==> config.mk <==
export PLATFORM = sky130hd
export DESIGN_NAME = spi_flash_command_sequencer
export DESIGN_NICKNAME = d
export VERILOG_FILES = /design/src/rtl/sfcs_pkg.sv /design/src/rtl/spi_flash_command_sequencer.sv
export SDC_FILE = /design/constraint.sdc
export NUM_CORES = 1
export LEC_CHECK = 0
export BUFFER_PORTS_ARGS = -buffer_cell sky130_fd_sc_hd__buf_2
export CAP_MARGIN = 30
export CORE_ASPECT_RATIO = 0.75
export CORE_MARGIN = 2
export CORE_UTILIZATION = 46
export CTS_CLUSTER_DIAMETER = 150
export DETAILED_ROUTE_END_ITERATION = 8
export HOLD_SLACK_MARGIN = 0.02
export SKIP_CTS_REPAIR_TIMING = 1
export SLEW_MARGIN = 20
export SYNTH_ARGS = -nofsm -noshare
export SYNTH_HDL_FRONTEND = slang
export SYNTH_SLANG_ARGS = --single-unit
==> constraint.sdc <==
create_clock -name clock -period 10.1 [get_ports clock]
set_input_delay 1.01 -clock clock [delete_from_list [all_inputs] [get_ports clock]]
set_output_delay 1.01 -clock clock [all_outputs]
set_load 0.05 [all_outputs]
==> src/rtl/sfcs_pkg.sv <==
// Types, command codes and frame-building functions for the SPI flash command sequencer.
`timescale 1ns / 1ps
`default_nettype none

package sfcs_pkg;

   typedef enum logic [1:0] {
      PH_IDLE,
      PH_PRELUDE,
      PH_MAIN,
      PH_POLL
   } phase_type;

   typedef struct packed {
      logic [3:0]  op;
      logic [23:0] address;
      logic [15:0] length;
      logic        protect;
      logic        want_wait;
   } req_type;

   typedef struct packed {
      logic [1:0]  kind;
      logic [7:0]  opcode;
      logic [23:0] frame_address;
      logic        has_address;
      logic [7:0]  extra_byte;
      logic        has_extra_byte;
      logic [7:0]  tx_data_len;
      logic [16:0] rx_len;
      logic [7:0]  done_one;
      logic [7:0]  done_two;
      logic [7:0]  done_three;
      logic        last;
   } rsp_type;

   localparam logic [3:0] OP_ID      = 4'd0;
   localparam logic [3:0] OP_STATUS  = 4'd1;
   localparam logic [3:0] OP_READ    = 4'd2;
   localparam logic [3:0] OP_PROGRAM = 4'd3;
   localparam logic [3:0] OP_SECTOR  = 4'd4;
   localparam logic [3:0] OP_BLK32   = 4'd5;
   localparam logic [3:0] OP_BLK64   = 4'd6;
   localparam logic [3:0] OP_CHIP    = 4'd7;
   localparam logic [3:0] OP_PROTECT = 4'd8;

   localparam logic [1:0] KIND_FRAME  = 2'd0;
   localparam logic [1:0] KIND_DONE   = 2'd1;
   localparam logic [1:0] KIND_REJECT = 2'd2;

   localparam logic [7:0] CMD_WRITE_STATUS  = 8'h01;
   localparam logic [7:0] CMD_PROGRAM       = 8'h02;
   localparam logic [7:0] CMD_READ          = 8'h03;
   localparam logic [7:0] CMD_READ_STATUS   = 8'h05;
   localparam logic [7:0] CMD_WRITE_ENABLE  = 8'h06;
   localparam logic [7:0] CMD_SECTOR_ERASE  = 8'h20;
   localparam logic [7:0] CMD_EWSR          = 8'h50;
   localparam logic [7:0] CMD_BLK32_ERASE   = 8'h52;
   localparam logic [7:0] CMD_BLK64_ERASE   = 8'hD8;
   localparam logic [7:0] CMD_CHIP_ERASE    = 8'hC7;
   localparam logic [7:0] CMD_READ_ID       = 8'h9F;
   localparam logic [7:0] PROTECT_ALL       = 8'h3C;
   localparam logic [7:0] PROTECT_NONE      = 8'h00;

   localparam logic [16:0] RX_ID     = 17'd4;
   localparam logic [16:0] RX_STATUS = 17'd2;
   localparam logic [16:0] RX_READ_HDR = 17'd4;

   // Result items waiting for the consumer.
   localparam int OUT_DEPTH = 3;

   function automatic logic [7:0] prelude_of(input logic [3:0] op);
      logic [7:0] code;
      code = 8'h00;
      if (op inside {[OP_PROGRAM:OP_CHIP]}) begin
         code = CMD_WRITE_ENABLE;
      end else if (op == OP_PROTECT) begin
         code = CMD_EWSR;
      end
      return code;
   endfunction

   function automatic logic waits(input req_type r);
      logic w;
      w = 1'b0;
      if (r.op inside {[OP_PROGRAM:OP_BLK64]}) begin
         w = r.want_wait;
      end else if (r.op == OP_CHIP) begin
         w = 1'b1;
      end
      return w;
   endfunction

   function automatic rsp_type main_frame(input req_type r);
      rsp_type v;
      v = '0;
      v.kind = KIND_FRAME;
      case (r.op)
         OP_ID: begin
            v.opcode      = CMD_READ_ID;
            v.has_address = 1'b1;
            v.rx_len      = RX_ID;
         end
         OP_STATUS: begin
            v.opcode = CMD_READ_STATUS;
            v.rx_len = RX_STATUS;
         end
         OP_READ: begin
            v.opcode        = CMD_READ;
            v.frame_address = r.address;
            v.has_address   = 1'b1;
            v.rx_len        = RX_READ_HDR + 17'(r.length);
         end
         OP_PROGRAM: begin
            v.opcode        = CMD_PROGRAM;
            v.frame_address = r.address;
            v.has_address   = 1'b1;
            v.tx_data_len   = r.length[7:0];
         end
         OP_SECTOR: begin
            v.opcode        = CMD_SECTOR_ERASE;
            v.frame_address = r.address;
            v.has_address   = 1'b1;
         end
         OP_BLK32: begin
            v.opcode        = CMD_BLK32_ERASE;
            v.frame_address = r.address;
            v.has_address   = 1'b1;
         end
         OP_BLK64: begin
            v.opcode        = CMD_BLK64_ERASE;
            v.frame_address = r.address;
            v.has_address   = 1'b1;
         end
         OP_CHIP: begin
            v.opcode = CMD_CHIP_ERASE;
         end
         OP_PROTECT: begin
            v.opcode         = CMD_WRITE_STATUS;
            v.extra_byte     = r.protect ? PROTECT_ALL : PROTECT_NONE;
            v.has_extra_byte = 1'b1;
         end
         default: begin
            v.opcode = CMD_READ_ID;
         end
      endcase
      return v;
   endfunction

   // First frame of a request that has just reached the head of the queue.
   function automatic rsp_type start_frame(input req_type r);
      rsp_type v;
      logic [7:0] pre;
      pre = prelude_of(r.op);
      if (pre != 8'h00) begin
         v = '0;
         v.kind = KIND_FRAME;
         v.opcode = pre;
      end else begin
         v = main_frame(r);
      end
      v.last = 1'b1;
      return v;
   endfunction

   function automatic phase_type start_phase(input logic [3:0] op);
      return (prelude_of(op) != 8'h00) ? PH_PRELUDE : PH_MAIN;
   endfunction

endpackage

`default_nettype wire

==> src/rtl/spi_flash_command_sequencer.sv <==
// Top level of the SPI flash command sequencer: request queue, phase control and result queue.
//
//   Channel  Ports    Direction  Carries
//   req      req_*    in         new request (func 0) or frame-finished event (func 1)
//   rsp      rsp_*    out        frame to issue, request completion or rejection
//
// Each input item is decided in the cycle it is accepted; its result items, if any (at most two),
// enter a three-entry registered output queue.
// One item is accepted per cycle while at most one result waits in the output queue;
// the sustained rate is one item per cycle if each item yields one result and no result stalls.
// Reset empties the request queue and the output queue and returns the phase to idle.
// A stalled consumer fills the output queue; req_ready drops until at most one result waits.
`timescale 1ns / 1ps
`default_nettype none

module spi_flash_command_sequencer
   import sfcs_pkg::*;
#(
   parameter int QUEUE_DEPTH = 8
) (
   input  wire logic        clock,
   input  wire logic        reset,
   input  wire logic        req_valid,
   output logic             req_ready,
   input  wire logic        req_func,
   input  wire logic [3:0]  req_op,
   input  wire logic [23:0] req_address,
   input  wire logic [15:0] req_length,
   input  wire logic        req_protect,
   input  wire logic        req_want_wait,
   input  wire logic [7:0]  req_reply_one,
   input  wire logic [7:0]  req_reply_two,
   input  wire logic [7:0]  req_reply_three,
   output logic             rsp_valid,
   input  wire logic        rsp_ready,
   output logic [1:0]       rsp_kind,
   output logic [7:0]       rsp_opcode,
   output logic [23:0]      rsp_frame_address,
   output logic             rsp_has_address,
   output logic [7:0]       rsp_extra_byte,
   output logic             rsp_has_extra_byte,
   output logic [7:0]       rsp_tx_data_len,
   output logic [16:0]      rsp_rx_len,
   output logic [7:0]       rsp_done_one,
   output logic [7:0]       rsp_done_two,
   output logic [7:0]       rsp_done_three,
   output logic             rsp_last
);

   localparam int CNT_W = $clog2(QUEUE_DEPTH + 1);
   localparam int OUT_CW = $clog2(OUT_DEPTH + 1);

   req_type            q_ff [QUEUE_DEPTH];
   req_type            q_in [QUEUE_DEPTH];
   logic [CNT_W-1:0]   fifo_cnt_ff;
   logic [CNT_W-1:0]   fifo_cnt_in;
   phase_type          phase_ff;
   phase_type          phase_in;
   rsp_type            out_ff [OUT_DEPTH];
   rsp_type            out_in [OUT_DEPTH];
   logic [OUT_CW-1:0]  out_cnt_ff;
   logic [OUT_CW-1:0]  out_cnt_in;
   logic [OUT_CW-1:0]  out_base;
   logic [1:0]         n_push;
   rsp_type            res0;
   rsp_type            res1;
   req_type            in_req;
   req_type            head_req;
   req_type            nxt_req;
   logic               req_fire;
   logic               rsp_fire;
   logic               op_known;
   logic               fifo_full;
   logic               fifo_push;
   logic               fifo_pop;
   logic               busy;
   logic               poll_now;
   logic               frame_done;

   assign in_req = '{op: req_op, address: req_address, length: req_length,
                     protect: req_protect, want_wait: req_want_wait};
   assign head_req = q_ff[0];

   generate
      if (QUEUE_DEPTH > 1) begin : g_next
         assign nxt_req = q_ff[1];
      end else begin : g_single
         assign nxt_req = q_ff[0];
      end
   endgenerate

   assign req_ready = out_cnt_ff <= OUT_CW'(OUT_DEPTH - 2);
   assign req_fire = req_valid && req_ready;
   assign rsp_valid = out_cnt_ff != '0;
   assign rsp_fire = rsp_valid && rsp_ready;

   assign op_known = req_op inside {[OP_ID:OP_PROTECT]};
   assign fifo_full = fifo_cnt_ff == CNT_W'(QUEUE_DEPTH);
   assign busy = fifo_cnt_ff != '0;
   assign frame_done = req_fire && req_func && busy;
   assign fifo_push = req_fire && !req_func && op_known && !fifo_full;
   assign poll_now = (phase_ff == PH_MAIN && waits(head_req)) ||
                     (phase_ff == PH_POLL && req_reply_one[0]);
   assign fifo_pop = frame_done && phase_ff != PH_PRELUDE && !poll_now;

   always_comb begin
      phase_in = phase_ff;
      if (fifo_push && !busy) begin
         phase_in = start_phase(req_op);
      end else if (frame_done) begin
         case (phase_ff)
            PH_PRELUDE: begin
               phase_in = PH_MAIN;
            end
            PH_MAIN, PH_POLL: begin
               if (poll_now) begin
                  phase_in = PH_POLL;
               end else if (fifo_cnt_ff > CNT_W'(1)) begin
                  phase_in = start_phase(nxt_req.op);
               end else begin
                  phase_in = PH_IDLE;
               end
            end
            default: begin
               phase_in = phase_ff;
            end
         endcase
      end
   end

   always_comb begin
      res0 = '0;
      res1 = '0;
      n_push = 2'd0;
      if (req_fire && !req_func && op_known) begin
         if (fifo_full) begin
            res0.kind = KIND_REJECT;
            res0.opcode = {4'b0000, req_op};
            res0.last = 1'b1;
            n_push = 2'd1;
         end else if (!busy) begin
            res0 = start_frame(in_req);
            n_push = 2'd1;
         end
      end else if (frame_done) begin
         n_push = 2'd1;
         if (phase_ff == PH_PRELUDE) begin
            res0 = main_frame(head_req);
            res0.last = 1'b1;
         end else if (poll_now) begin
            res0.kind = KIND_FRAME;
            res0.opcode = CMD_READ_STATUS;
            res0.rx_len = RX_STATUS;
            res0.last = 1'b1;
         end else begin
            res0.kind = KIND_DONE;
            res0.opcode = {4'b0000, head_req.op};
            if (phase_ff == PH_POLL || head_req.op == OP_STATUS) begin
               res0.done_one = req_reply_one;
            end else if (head_req.op == OP_ID) begin
               res0.done_one = req_reply_one;
               res0.done_two = req_reply_two;
               res0.done_three = req_reply_three;
            end
            if (fifo_cnt_ff > CNT_W'(1)) begin
               res1 = start_frame(nxt_req);
               n_push = 2'd2;
            end else begin
               res0.last = 1'b1;
            end
         end
      end
   end

   // Request queue: the head always sits in slot 0.
   always_comb begin
      q_in = q_ff;
      fifo_cnt_in = fifo_cnt_ff;
      if (fifo_pop) begin
         for (int i = 0; i < QUEUE_DEPTH - 1; i++) begin
            q_in[i] = q_ff[i + 1];
         end
         fifo_cnt_in = fifo_cnt_ff - CNT_W'(1);
      end else if (fifo_push) begin
         for (int i = 0; i < QUEUE_DEPTH; i++) begin
            if (fifo_cnt_ff == CNT_W'(i)) begin
               q_in[i] = in_req;
            end
         end
         fifo_cnt_in = fifo_cnt_ff + CNT_W'(1);
      end
   end

   // Output queue: slot 0 drives the result ports.
   always_comb begin
      out_in = out_ff;
      out_base = out_cnt_ff;
      if (rsp_fire) begin
         for (int i = 0; i < OUT_DEPTH - 1; i++) begin
            out_in[i] = out_ff[i + 1];
         end
         out_base = out_cnt_ff - OUT_CW'(1);
      end
      for (int i = 0; i < OUT_DEPTH; i++) begin
         if (n_push != 2'd0 && out_base == OUT_CW'(i)) begin
            out_in[i] = res0;
         end
         if (n_push == 2'd2 && out_base + OUT_CW'(1) == OUT_CW'(i)) begin
            out_in[i] = res1;
         end
      end
      out_cnt_in = out_base + OUT_CW'(n_push);
   end

   always_ff @(posedge clock) begin
      q_ff <= q_in;
      out_ff <= out_in;
      if (reset) begin
         fifo_cnt_ff <= '0;
         phase_ff <= PH_IDLE;
         out_cnt_ff <= '0;
      end else begin
         fifo_cnt_ff <= fifo_cnt_in;
         phase_ff <= phase_in;
         out_cnt_ff <= out_cnt_in;
      end
   end

   assign rsp_kind = out_ff[0].kind;
   assign rsp_opcode = out_ff[0].opcode;
   assign rsp_frame_address = out_ff[0].frame_address;
   assign rsp_has_address = out_ff[0].has_address;
   assign rsp_extra_byte = out_ff[0].extra_byte;
   assign rsp_has_extra_byte = out_ff[0].has_extra_byte;
   assign rsp_tx_data_len = out_ff[0].tx_data_len;
   assign rsp_rx_len = out_ff[0].rx_len;
   assign rsp_done_one = out_ff[0].done_one;
   assign rsp_done_two = out_ff[0].done_two;
   assign rsp_done_three = out_ff[0].done_three;
   assign rsp_last = out_ff[0].last;

   // The phase is idle exactly when no request is queued.
   a_phase_matches_queue: assert property (@(posedge clock) disable iff (reset)
      (phase_ff == PH_IDLE) == (fifo_cnt_ff == '0))
      else $error("phase and request count disagree");

   a_queue_bound: assert property (@(posedge clock) disable iff (reset)
      fifo_cnt_ff <= CNT_W'(QUEUE_DEPTH))
      else $error("request queue overflow");

   a_out_bound: assert property (@(posedge clock) disable iff (reset)
      out_cnt_ff <= OUT_CW'(OUT_DEPTH))
      else $error("result queue overflow");

   // A finished frame for a queued request always yields a result item.
   a_frame_answered: assert property (@(posedge clock) disable iff (reset)
      frame_done |=> out_cnt_ff != '0)
      else $error("finished frame produced no result");

   // A completion removes exactly one request from the queue.
   a_pop_once: assert property (@(posedge clock) disable iff (reset)
      fifo_pop |=> fifo_cnt_ff == $past(fifo_cnt_ff) - CNT_W'(1))
      else $error("completion did not retire one request");

endmodule

`default_nettype wire

==> results of run 1 <==
flip-flops by register name, indices dropped and copies added, names as in the netlist:
| name | flops |
|---|---|
| nxt_req | 46 |
| rsp_last | 1 |
| phase_ff | 2 |
| rsp_tx_data_len | 8 |
| fifo_cnt_ff | 4 |
| out_ff | 174 |
| rsp_has_extra_byte | 1 |
| out_cnt_ff | 2 |
| rsp_rx_len | 17 |
| rsp_kind | 2 |
| rsp_done_three | 8 |
| head_req | 46 |
| q_ff | 276 |
| rsp_extra_byte | 1 |
| rsp_done_one | 8 |
| rsp_done_two | 8 |
| rsp_frame_address | 24 |
| rsp_opcode | 8 |
| rsp_has_address | 1 |
Yosys cell counts, types with 3 or more instances:
cell         n  share of area [%]
xnor2_1     36                1.1
nor3_1      14               0.24
buf_2       73                1.3
buf_4       96                2.5
o22ai_1     88                1.9
xor2_1      11               0.33
nor3_2       4               0.14
nor2_1     126                1.6
dfxtp_1      8               0.55
a22o_1      27               0.81
inv_1       18               0.23
and3_1      32               0.69
o211ai_1    10               0.26
a211oi_1     4               0.10
nand3_1    112                1.9
o21ai_1      4              0.069
or3_1        7               0.15
a221o_1      3               0.10
a22oi_1      3              0.077
a21o_1     323                8.3
ha_1        10               0.43
nand2b_1     9               0.19
nand4_1     14               0.30
o32ai_1      9               0.27
nor4_1      11               0.24
a21oi_1     96                1.7
o21ai_0    119                2.0
buf_1        6              0.077
o21bai_1    35               0.90
clkbuf_1   114                1.5
a2bb2oi_1    3              0.090
nor2b_1      8               0.17
edfxtp_1   629                 65
nand2_1    158                2.0
a31oi_1      3              0.065
and2_1      57                1.2
worst max path at each step:
stage | to | cells past startpoint | slack, ns
6_report | rsp_frame_address[10] | 9 | 6.03
5_1_grt | out_ff[166] | 9 | 5.70
4_1_cts | rsp_rx_len[14] | 10 | 5.95
3_5_place_dp | out_ff[89] | 6 | 5.64
3_3_place_gp | out_ff[89] | 6 | 5.37
2_1_floorplan | out_ff[0] | 5 | 1.32
routing by layer:
layer / GRT usage [%] / up-vias / part of all wire, %
li1: - / 8578 / -
met1: 34.14 / 9628 / 46
met2: 35.78 / 660 / 46
met3: 3.428 / 104 / 6.3
met4: 5.810 / 0 / 2.1
met5: 0 / - / 0
worst max-delay path: cells and delay by family, from the launching register on:
family | cells | cell delay (ns)
buf+inv | 3 | 1.01
flops | 1 | 0.42
compound gates | 1 | 0.19
simple gates | 4 | 1.88
fa+ha+maj | 1 | 0.29
cells by family after synthesis:
kind of cell	Yosys count	share of synthesized area (%)
compound gates	748	17.36
flops	637	65.46
simple gates	569	9.546
buf+inv	309	5.564
xor+xnor	48	1.471
fa+ha+maj	10	0.4300
mux	4	0.1548
other cells	1	0.01289
area by class of cell:
cell class	count	area (µm²)	share of cell area, %
Inverter	19	71.32	0.2237
Clock inverter	43	340.3	1.067
Multi-Input combinational cell	1383	8616	27.02
Timing Repair Buffer	199	1196	3.752
Tap cell	810	1013	3.179
Sequential cell	637	19050	59.74
Clock buffer	72	1599	5.015
power breakdown:
part | total (µW) | internal, µW | switching, µW
combinational | 2600 | 637 | 1960
sequential | 4000 | 3770 | 238
clock | 2250 | 1230 | 1010
through the flow:
stage	setup slack [ns]	total power, µW	utilization [%]	hold slack [ns]	cell area, µm²
floorplan	1.324	6024	-	0.4951	29110
global placement	5.374	6577	47.79	0.4959	29760
detailed placement	5.641	6665	48.02	0.5028	29900
CTS	5.951	8917	51.13	0.5150	31840
global route	5.699	9232	51.20	0.5277	31880
finish	6.033	8854	51.20	0.5124	31880
==> qor.csv, run 1 <==
metric,value,unit
path_max_fanout,81,
wl,76350,µm
die_x,294.4,µm
chipHeight,221.8,µm
hpwl,46280,µm
cp_slowest_cell,and3_4,
io_pins,171,
report.final.slew_viol_count,0,
syn_area,29100,µm²
ys.warnings.count,0,
reg2reg_depth,9,
p_leak,0.01342,µW
num_antenna_cells,0,
num_rows,79,
grt_pass1_vias,18400,
min_path_type,reg -> reg,
rr_endpoint,rsp_frame_address[10],
synthArstFlopShare,0,%
htree_levels,2,
cts-root-buf,clkbuf_16,
avgViaCountPerCell,5.997,
clock_path_buffers,3,
ys.flop_type,edfxtp_1,
cts_buffers,61,
crit_path_end_kind,register,
start_util,46.73,%
final_common_cell,edfxtp_1,
clock_latency,0.64,ns
fin_worst_skew,0.02004,ns
r2r-start,fifo_cnt_ff[0],
mostFrequentLayoutCells,"edfxtp_1, a21o_1, buf_2",
vias,18970,
hold_end,q_ff[201],
max_stage_delay,0.89,ns
synthCells,2326,
crit_type,reg -> reg,
cts_tree,done,
fillers,5378,
hold_path_depth,1,
start_kind,register,
clk_pin_slew,0.07,ns
crit_required,10.56,ns
slew_headroom,34.61,%
track_usage,23.08,%
path_cells,inv_1 -> ha_1 -> nor3b_2 -> nor3_2 -> and3_4 -> buf_4 -> buf_16 -> nand3_1 -> o22ai_1,
ir_drop,0.1545,mV
dr.pass1.iters,7,
instances_no_fill,3163,
worst_slew_pin_slew,0.9809,ns
outcome,"finished, final reports clean",
synth-seq-cells,637,
dp_cells,3045,
fin_crit_sh,40.26,%
grt_max_degree,98,
startpoint,fifo_cnt_ff[0],
rsz0062_at_grt,no,
setup_tns,0,ns
layout_min_cycle_time,4.067,ns
finalHoldViolCount,0,
dieArea,65300,µm²
fmax,0.2459,GHz
synth-seq-area-share,65.46,%
core_area,62270,µm²
worstPathArrival,4.53,ns
antenna_found_initial,1,
syn_avg_cell_area,12.51,µm²
final-setup-viol-count,0,
reg2reg_slack,6.03,ns
cap_violations,0,
io_buffers,166,
drc_errors,0,
drt_iter0_markers,1901,
syn_to_final_growth,9.576,%
overflow,0,
ant_nets,0,
place_congestion,0.8864,
fin_nets,2386,
powerDensity,277.7,nW/µm²
synth-edff-count,629,
numClockSinks,637,
yosysUniqueCellTypes,73,
grt_pass1_wl,115400,µm
final_layout_size_suffix_gt1_share,14.19,%
routedWlPerCell,24.14,µm
worstHoldStart,q_ff[155],
Note: power is estimated with default switching activity, not from simulation.
==> run 2: changes to the inputs <==
Settings changed: ABC_AREA set to 1.
Clock period 10.1 ns to 4.15 ns, I/O delays scaled along.
==> run 2 against run 1 <==
Maximum frequency rose by 24%; clock skew fell by 0.0017 ns; sequential cell count stayed put; first-iteration DRC count up 5.7%; via count rose by 19%; largest power group unchanged; synthesized cell count grew 41%.
==> qor.csv, run 2 <==
metric,value,unit,change
io_pins,171,,unchanged
grt_max_degree,149,,+52%
start_kind,register,,
ys.flop_type,edfxtp_1,,
clock_latency,0.59,ns,-0.05 ns
rsz0062_at_grt,no,,
io_buffers,166,,unchanged
top_register,q_ff,,
dr.pass1.iters,6,,-1
drt_iter0_markers,2009,,+5.7%
avgViaCountPerCell,5.285,,-12%
syn_avg_cell_area,9.373,µm²,-25%
fin_nets,3425,,+44%
netSwitchingFraction,36.63,%,+0.31 points
synth_top_area_cell,edfxtp_1,,
power.switching,7972,µW,+150%
whs,0.04447,ns,-0.4679 ns
numClockSinks,637,,unchanged
reg2reg_slack,0.88,ns,-5.15 ns
min_path_type,in -> reg,,
reg_top3,"q_ff (276), out_ff (174)",,
routedWlPerCell,19.64,µm,-19%
fillers,6215,,+16%
hpwl,55280,µm,+19%
cts-root-buf,clkbuf_16,,
reg2reg_depth,10,,+1
crit_required,4.44,ns,-6.12 ns
cts_buffers,66,,+8.2%
ir_drop,0.4316,mV,+180%
clk_pin_slew,0.06,ns,about the same
mostFrequentLayoutCells,"nand2_1, edfxtp_1, nor2_1",,
synthArstFlopShare,0,%,unchanged
worst_slew_pin_slew,0.9795,ns,-0.001429 ns
final-setup-viol-count,0,,unchanged
ant_nets,0,,unchanged
synth-seq-area-share,61.86,%,-3.6 points
fmax,0.3061,GHz,+24%
seqPwrFrac,43.4,%,-1.8 points
fin_worst_skew,0.01837,ns,-0.001674 ns
synth_area_leaders,"edfxtp_1, nand2_1, nand3_1, nor2_1, buf_4",,
clock_path_buffers,3,,unchanged
crit_path_end_kind,register,,
num_rows,82,,+3.8%
crit_path_end,rsp_rx_len[5],,
wl,83830,µm,+9.8%
cts_tree,done,,
track_usage,24.22,%,+1.1 points
p_leak,0.01473,µW,+9.8%
dp_cells,4151,,+36%
synth-edff-count,629,,unchanged
instances_no_fill,4269,,+35%
rr_endpoint,rsp_rx_len[5],,
ys.warnings.count,0,,unchanged
overflow,0,,unchanged
final_common_cell,nand2_1,,
fin_crit_sh,78.72,%,+38 points
report.final.slew_viol_count,0,,unchanged
core_area,66480,µm²,+6.8%
r2r-start,fifo_cnt_ff[0],,
die_x,302.7,µm,+2.8%
start_util,46.31,%,-0.41 points
antenna_found_initial,3,,+2
yosysUniqueCellTypes,44,,-40%
clkPwrFrac,26.5,%,+1.1 points
cap_violations,0,,unchanged
seq_area,19050,µm²,unchanged
syn_to_final_growth,10.17,%,
num_antenna_cells,0,,unchanged
place_congestion,0.9626,,+8.6%
finalHoldViolCount,0,,unchanged
grt_pass1_vias,21970,,+19%
synth_commonest_cells,"nand2_1, edfxtp_1, nor2_1",,
layout_min_cycle_time,3.267,ns,-0.7999 ns
synthCells,3285,,+41%
multiInputGateArea,9448,µm²,+9.7%
drc_errors,0,,unchanged
chipHeight,228.1,µm,+2.8%
path_max_fanout,54,,-33%
startpoint,fifo_cnt_ff[0],,
synth-seq-cells,637,,unchanged
vias,22560,,+19%
powerDensity,641.6,nW/µm²,+130%
crit_type,reg -> reg,,
htree_levels,3,,+1
final_layout_size_suffix_gt1_share,11.69,%,-2.5 points
setup_tns,0,ns,unchanged
worstPathArrival,3.56,ns,-0.97 ns
power_frac_comb,30.1,%,+0.7 points
p_int,13790,µW,+140%
synth_most_common_cell,nand2_1,,
yosys.area.top_type_share,61.34,%,-3.6 points
outcome,"finished, final reports clean",,
largest_reg_flops,276,,unchanged
slew_headroom,34.70,%,+0.095 points
fin_util,51.02,%,-0.18 points
syn_area,30790,µm²,+5.8%
grt_pass1_wl,129200,µm,+12%
dieArea,69040,µm²,+5.7%
==> run 2: cell count changes after synthesis, moves of 34 or more <==
cell      delta
and2_1      -57
o21ai_0     -47
o21bai_1    -35
clkbuf_1    -99
a21oi_1     -45
a21o_1     -322
inv_1      +210
nand2_1   +1172
o21ai_1     +34
o22ai_1     -88
nand3_1    +117
nor2_1     +162
==> run 2: cell type report <==
class,count,share of cell area (%)
sequential,637,56.15
multi-input combinational,2176,27.85
clock buffer,82,5.171
timing repair buffer,216,4.009
tap,882,3.253
inverter,243,2.711
clock inverter,33,0.8520
==> run 2: critical path: stages, from the launching register on <==
cell and delay [ns]:
dfxtp_1 0.39, inv_1 0.11, ha_1 0.29, o21ai_2 0.27, nand4_2 0.20, nand2_2 0.13, nand3_4 0.26, nand2_2 0.19
buf_4 0.41, nand3_4 0.33, buf_12 0.30
==> run 2: stage by stage <==
stage / setup slack, ns / total power [µW] / instance area (µm²)
final: 0.8833 / 21760 / 33920
after global routing: 0.7033 / 22830 / 33920
after CTS: 0.9353 / 21910 / 33890
after detailed placement: 0.9671 / 16130 / 31840
after global placement: 1.019 / 16020 / 31830
after floorplan: 0.3832 / 14740 / 30820
==> run 2: worst min path at each step <==
stage / startpoint / endpoint / slack, ns / cells after the start
after floorplan: fifo_cnt_ff[0] / fifo_cnt_ff[0] / 0.46 / 1
after global routing: req_address[15] / q_ff[33] / 0.02 / 1
after CTS: req_protect / q_ff[1] / -0.01 / 1
after detailed placement: q_ff[56] / q_ff[102] / 0.49 / 2
after global placement: q_ff[142] / q_ff[188] / 0.49 / 2
final: req_address[15] / q_ff[33] / 0.04 / 1
==> run 2: power groups by stage <==
| stage | clock network [µW] | registers (µW) | logic, µW |
|---|---|---|---|
| floorplan | 0 | 9540 | 5210 |
| global placement | 0 | 9560 | 6460 |
| detailed placement | 0 | 9590 | 6540 |
| CTS | 5870 | 9470 | 6570 |
| global route | 6100 | 9570 | 7170 |
| finish | 5760 | 9450 | 6550 |
==> run 2: cells by family (layout without fill, tap and decap cells) <==
logic type,count (synthesis),after routing,synth area share [%]
simple gates,1956,1956,26.11
compound gates,186,186,3.243
other cells,1,4,0.01218
buf+inv,475,574,7.798
fa+ha+maj,10,10,0.4064
xor+xnor,20,20,0.5689
flops,637,637,61.86
==> run 2: layer usage <==
layer | track usage [%] | up-vias | routed length (µm)
li1 | - | 10770 | -
met1 | 33.50 | 10920 | 36700
met2 | 39.85 | 731 | 40080
met3 | 3.514 | 139 | 4847
met4 | 6.773 | 4 | 2181
met5 | 0 | - | 31
==> run 3: changes to the inputs <==
Clock period 4.15 ns to 3.05 ns, I/O delays scaled along.
==> run 3 against run 2 <==
Sequential power rose by 35%; cell count rose by 1.2%; first-iteration DRC count rose by 16%; clock power rose by 36%; worst hold slack got worse by 0.0041 ns; die area did not move.
==> qor.csv, run 3 (synthesis gave the netlist of run 2 again) <==
metric,value,unit,change
outcome,"finished, final reports clean",,
reg2reg_slack,0.17,ns,-0.72 ns
worstPathArrival,3.20,ns,-0.36 ns
start_kind,register,,
drc_errors,0,,unchanged
avgViaCountPerCell,5.299,,+0.26%
ir_drop,0.5077,mV,+18%
rr_endpoint,rsp_frame_address[5],,
syn_to_final_growth,12.25,%,
worstHoldStart,req_reply_two[3],,
grt_max_degree,153,,+2.7%
antenna_found_initial,1,,-2
final_layout_size_suffix_gt1_share,11.83,%,+0.14 points
reg_top3,"q_ff (276), out_ff (174)",,
die_x,302.7,µm,unchanged
powerDensity,863.5,nW/µm²,+35%
final-setup-viol-count,0,,unchanged
cts_buffers,66,,unchanged
chipHeight,228.1,µm,unchanged
r2r-start,fifo_cnt_ff[0],,
cap_violations,0,,unchanged
fillers,6110,,-1.7%
reg2reg_depth,10,,unchanged
htree_levels,3,,unchanged
clock_latency,0.61,ns,+0.02 ns
power.total,29850,µW,+37%
cts_tree,done,,
clk_pin_slew,0.06,ns,about the same
dr.pass1.iters,6,,unchanged
numClockSinks,637,,unchanged
io_buffers,166,,unchanged
hold_path_depth,3,,+2
seq_area,19050,µm²,unchanged
fin_crit_sh,94.49,%,+16 points
dp_cells,4165,,+0.34%
instances_no_fill,4322,,+1.2%
crit_type,reg -> reg,,
fmax,0.3470,GHz,+13%
top_register,q_ff,,
core_area,66480,µm²,unchanged
routedWlPerCell,19.41,µm,-1.2%
io_pins,171,,unchanged
crit_required,3.37,ns,-1.07 ns
multiInputGateArea,9452,µm²,about the same
overflow,0,,unchanged
clock_path_buffers,3,,unchanged
finalHoldViolCount,0,,unchanged
path_max_fanout,70,,+30%
rsz0062_at_grt,no,,
dieArea,69040,µm²,unchanged
p_leak,0.01501,µW,+1.9%
slew_headroom,38.38,%,+3.7 points
layout_min_cycle_time,2.882,ns,-0.3846 ns
num_rows,82,,unchanged
fin_nets,3478,,+1.5%
place_congestion,0.9474,,-1.6%
grt_pass1_vias,22220,,+1.1%
worst_slew_pin_slew,0.9158,ns,-0.06367 ns
report.final.slew_viol_count,0,,unchanged
cts-root-buf,clkbuf_16,,
ant_nets,0,,unchanged
grt_pass1_wl,129800,µm,+0.47%
vias,22900,,+1.5%
start_util,46.31,%,unchanged
num_antenna_cells,0,,unchanged
crit_path_end_kind,register,,
wl,83870,µm,about the same
hold_end,out_ff[12],,
final_common_cell,nand2_1,,
fin_worst_skew,0.01559,ns,-0.002778 ns
mostFrequentLayoutCells,"nand2_1, edfxtp_1, nor2_1",,
min_path_type,in -> reg,,
hpwl,55330,µm,about the same
largest_reg_flops,276,,unchanged
track_usage,24.26,%,+0.040 points
drt_iter0_markers,2331,,+16%
-- run 3: cell count changes in the layout (fill, tap and decap cells not counted), moves of 2 or more --
cell / previous run / this run
dlygate4sd3_1: 2 / 42
clkbuf_16: 68 / 70
buf_12: 11 / 23
clkbuf_1: 14 / 18
clkinv_2: 10 / 6
buf_4: 35 / 38
bufinv_16: 5 / 3
clkbuf_8: 0 / 2
-- run 3: power breakdown --
group	internal, µW	switching (µW)	leakage [µW]
combinational	2170	7030	0.00810
sequential	12300	542	0.00591
clock	4490	3350	0.000993
total	18900	10900	0.0150
-- run 3: final cells by class --
type	count	share of cell area, %
inverters	243	2.661
multi-input cells	2176	27.35
repair buffers	269	5.778
clock buffers	90	5.343
flip-flops and latches	637	55.11
clock inverters	25	0.5683
well taps	882	3.193
-- run 3: worst max-delay path, stage by stage (launching register included) --
cell,delay [ns]
dfxtp_1,0.40
inv_1,0.11
ha_1,0.29
o21ai_2,0.30
nand4_2,0.22
nand2_2,0.14
nand3_4,0.10
nand2_2,0.15
buf_12,0.34
nand3_4,0.22
buf_12,0.24
-- run 3: layer usage --
layer / global-route usage (%) / share of wire, % / up-vias
met1: 33.71 / 44 / 11160
met5: 0 / 0.012 / -
li1: - / - / 10850
met3: 3.343 / 5.5 / 133
met4: 6.542 / 2.5 / 2
met2: 40.00 / 48 / 755
-- run 3: how the worst max path moves through the flow --
stage,startpoint,end,depth (start not counted)
5_1_grt,fifo_cnt_ff[0],rsp_frame_address[6],10
6_report,fifo_cnt_ff[0],rsp_frame_address[5],10
3_3_place_gp,fifo_cnt_ff[0],rsp_frame_address[12],10
4_1_cts,fifo_cnt_ff[0],rsp_frame_address[5],10
2_1_floorplan,out_cnt_ff[1],q_ff[230],12
3_5_place_dp,fifo_cnt_ff[0],rsp_frame_address[12],10
-- run 3: metrics by stage --
stage / cell area (µm²) / hold slack (ns) / setup WS (ns) / util [%] / TNS (ns)
after floorplan: 30860 / 0.3741 / -0.1227 / - / -32.76
after global placement: 32100 / 0.4799 / 0.3392 / 48.28 / 0
after detailed placement: 32100 / 0.4933 / 0.2252 / 48.28 / 0
after CTS: 34140 / -0.1477 / 0.2183 / 51.36 / 0
after global routing: 34560 / 0.02811 / 0.02682 / 51.99 / 0
final: 34560 / 0.04034 / 0.1679 / 51.99 / 0
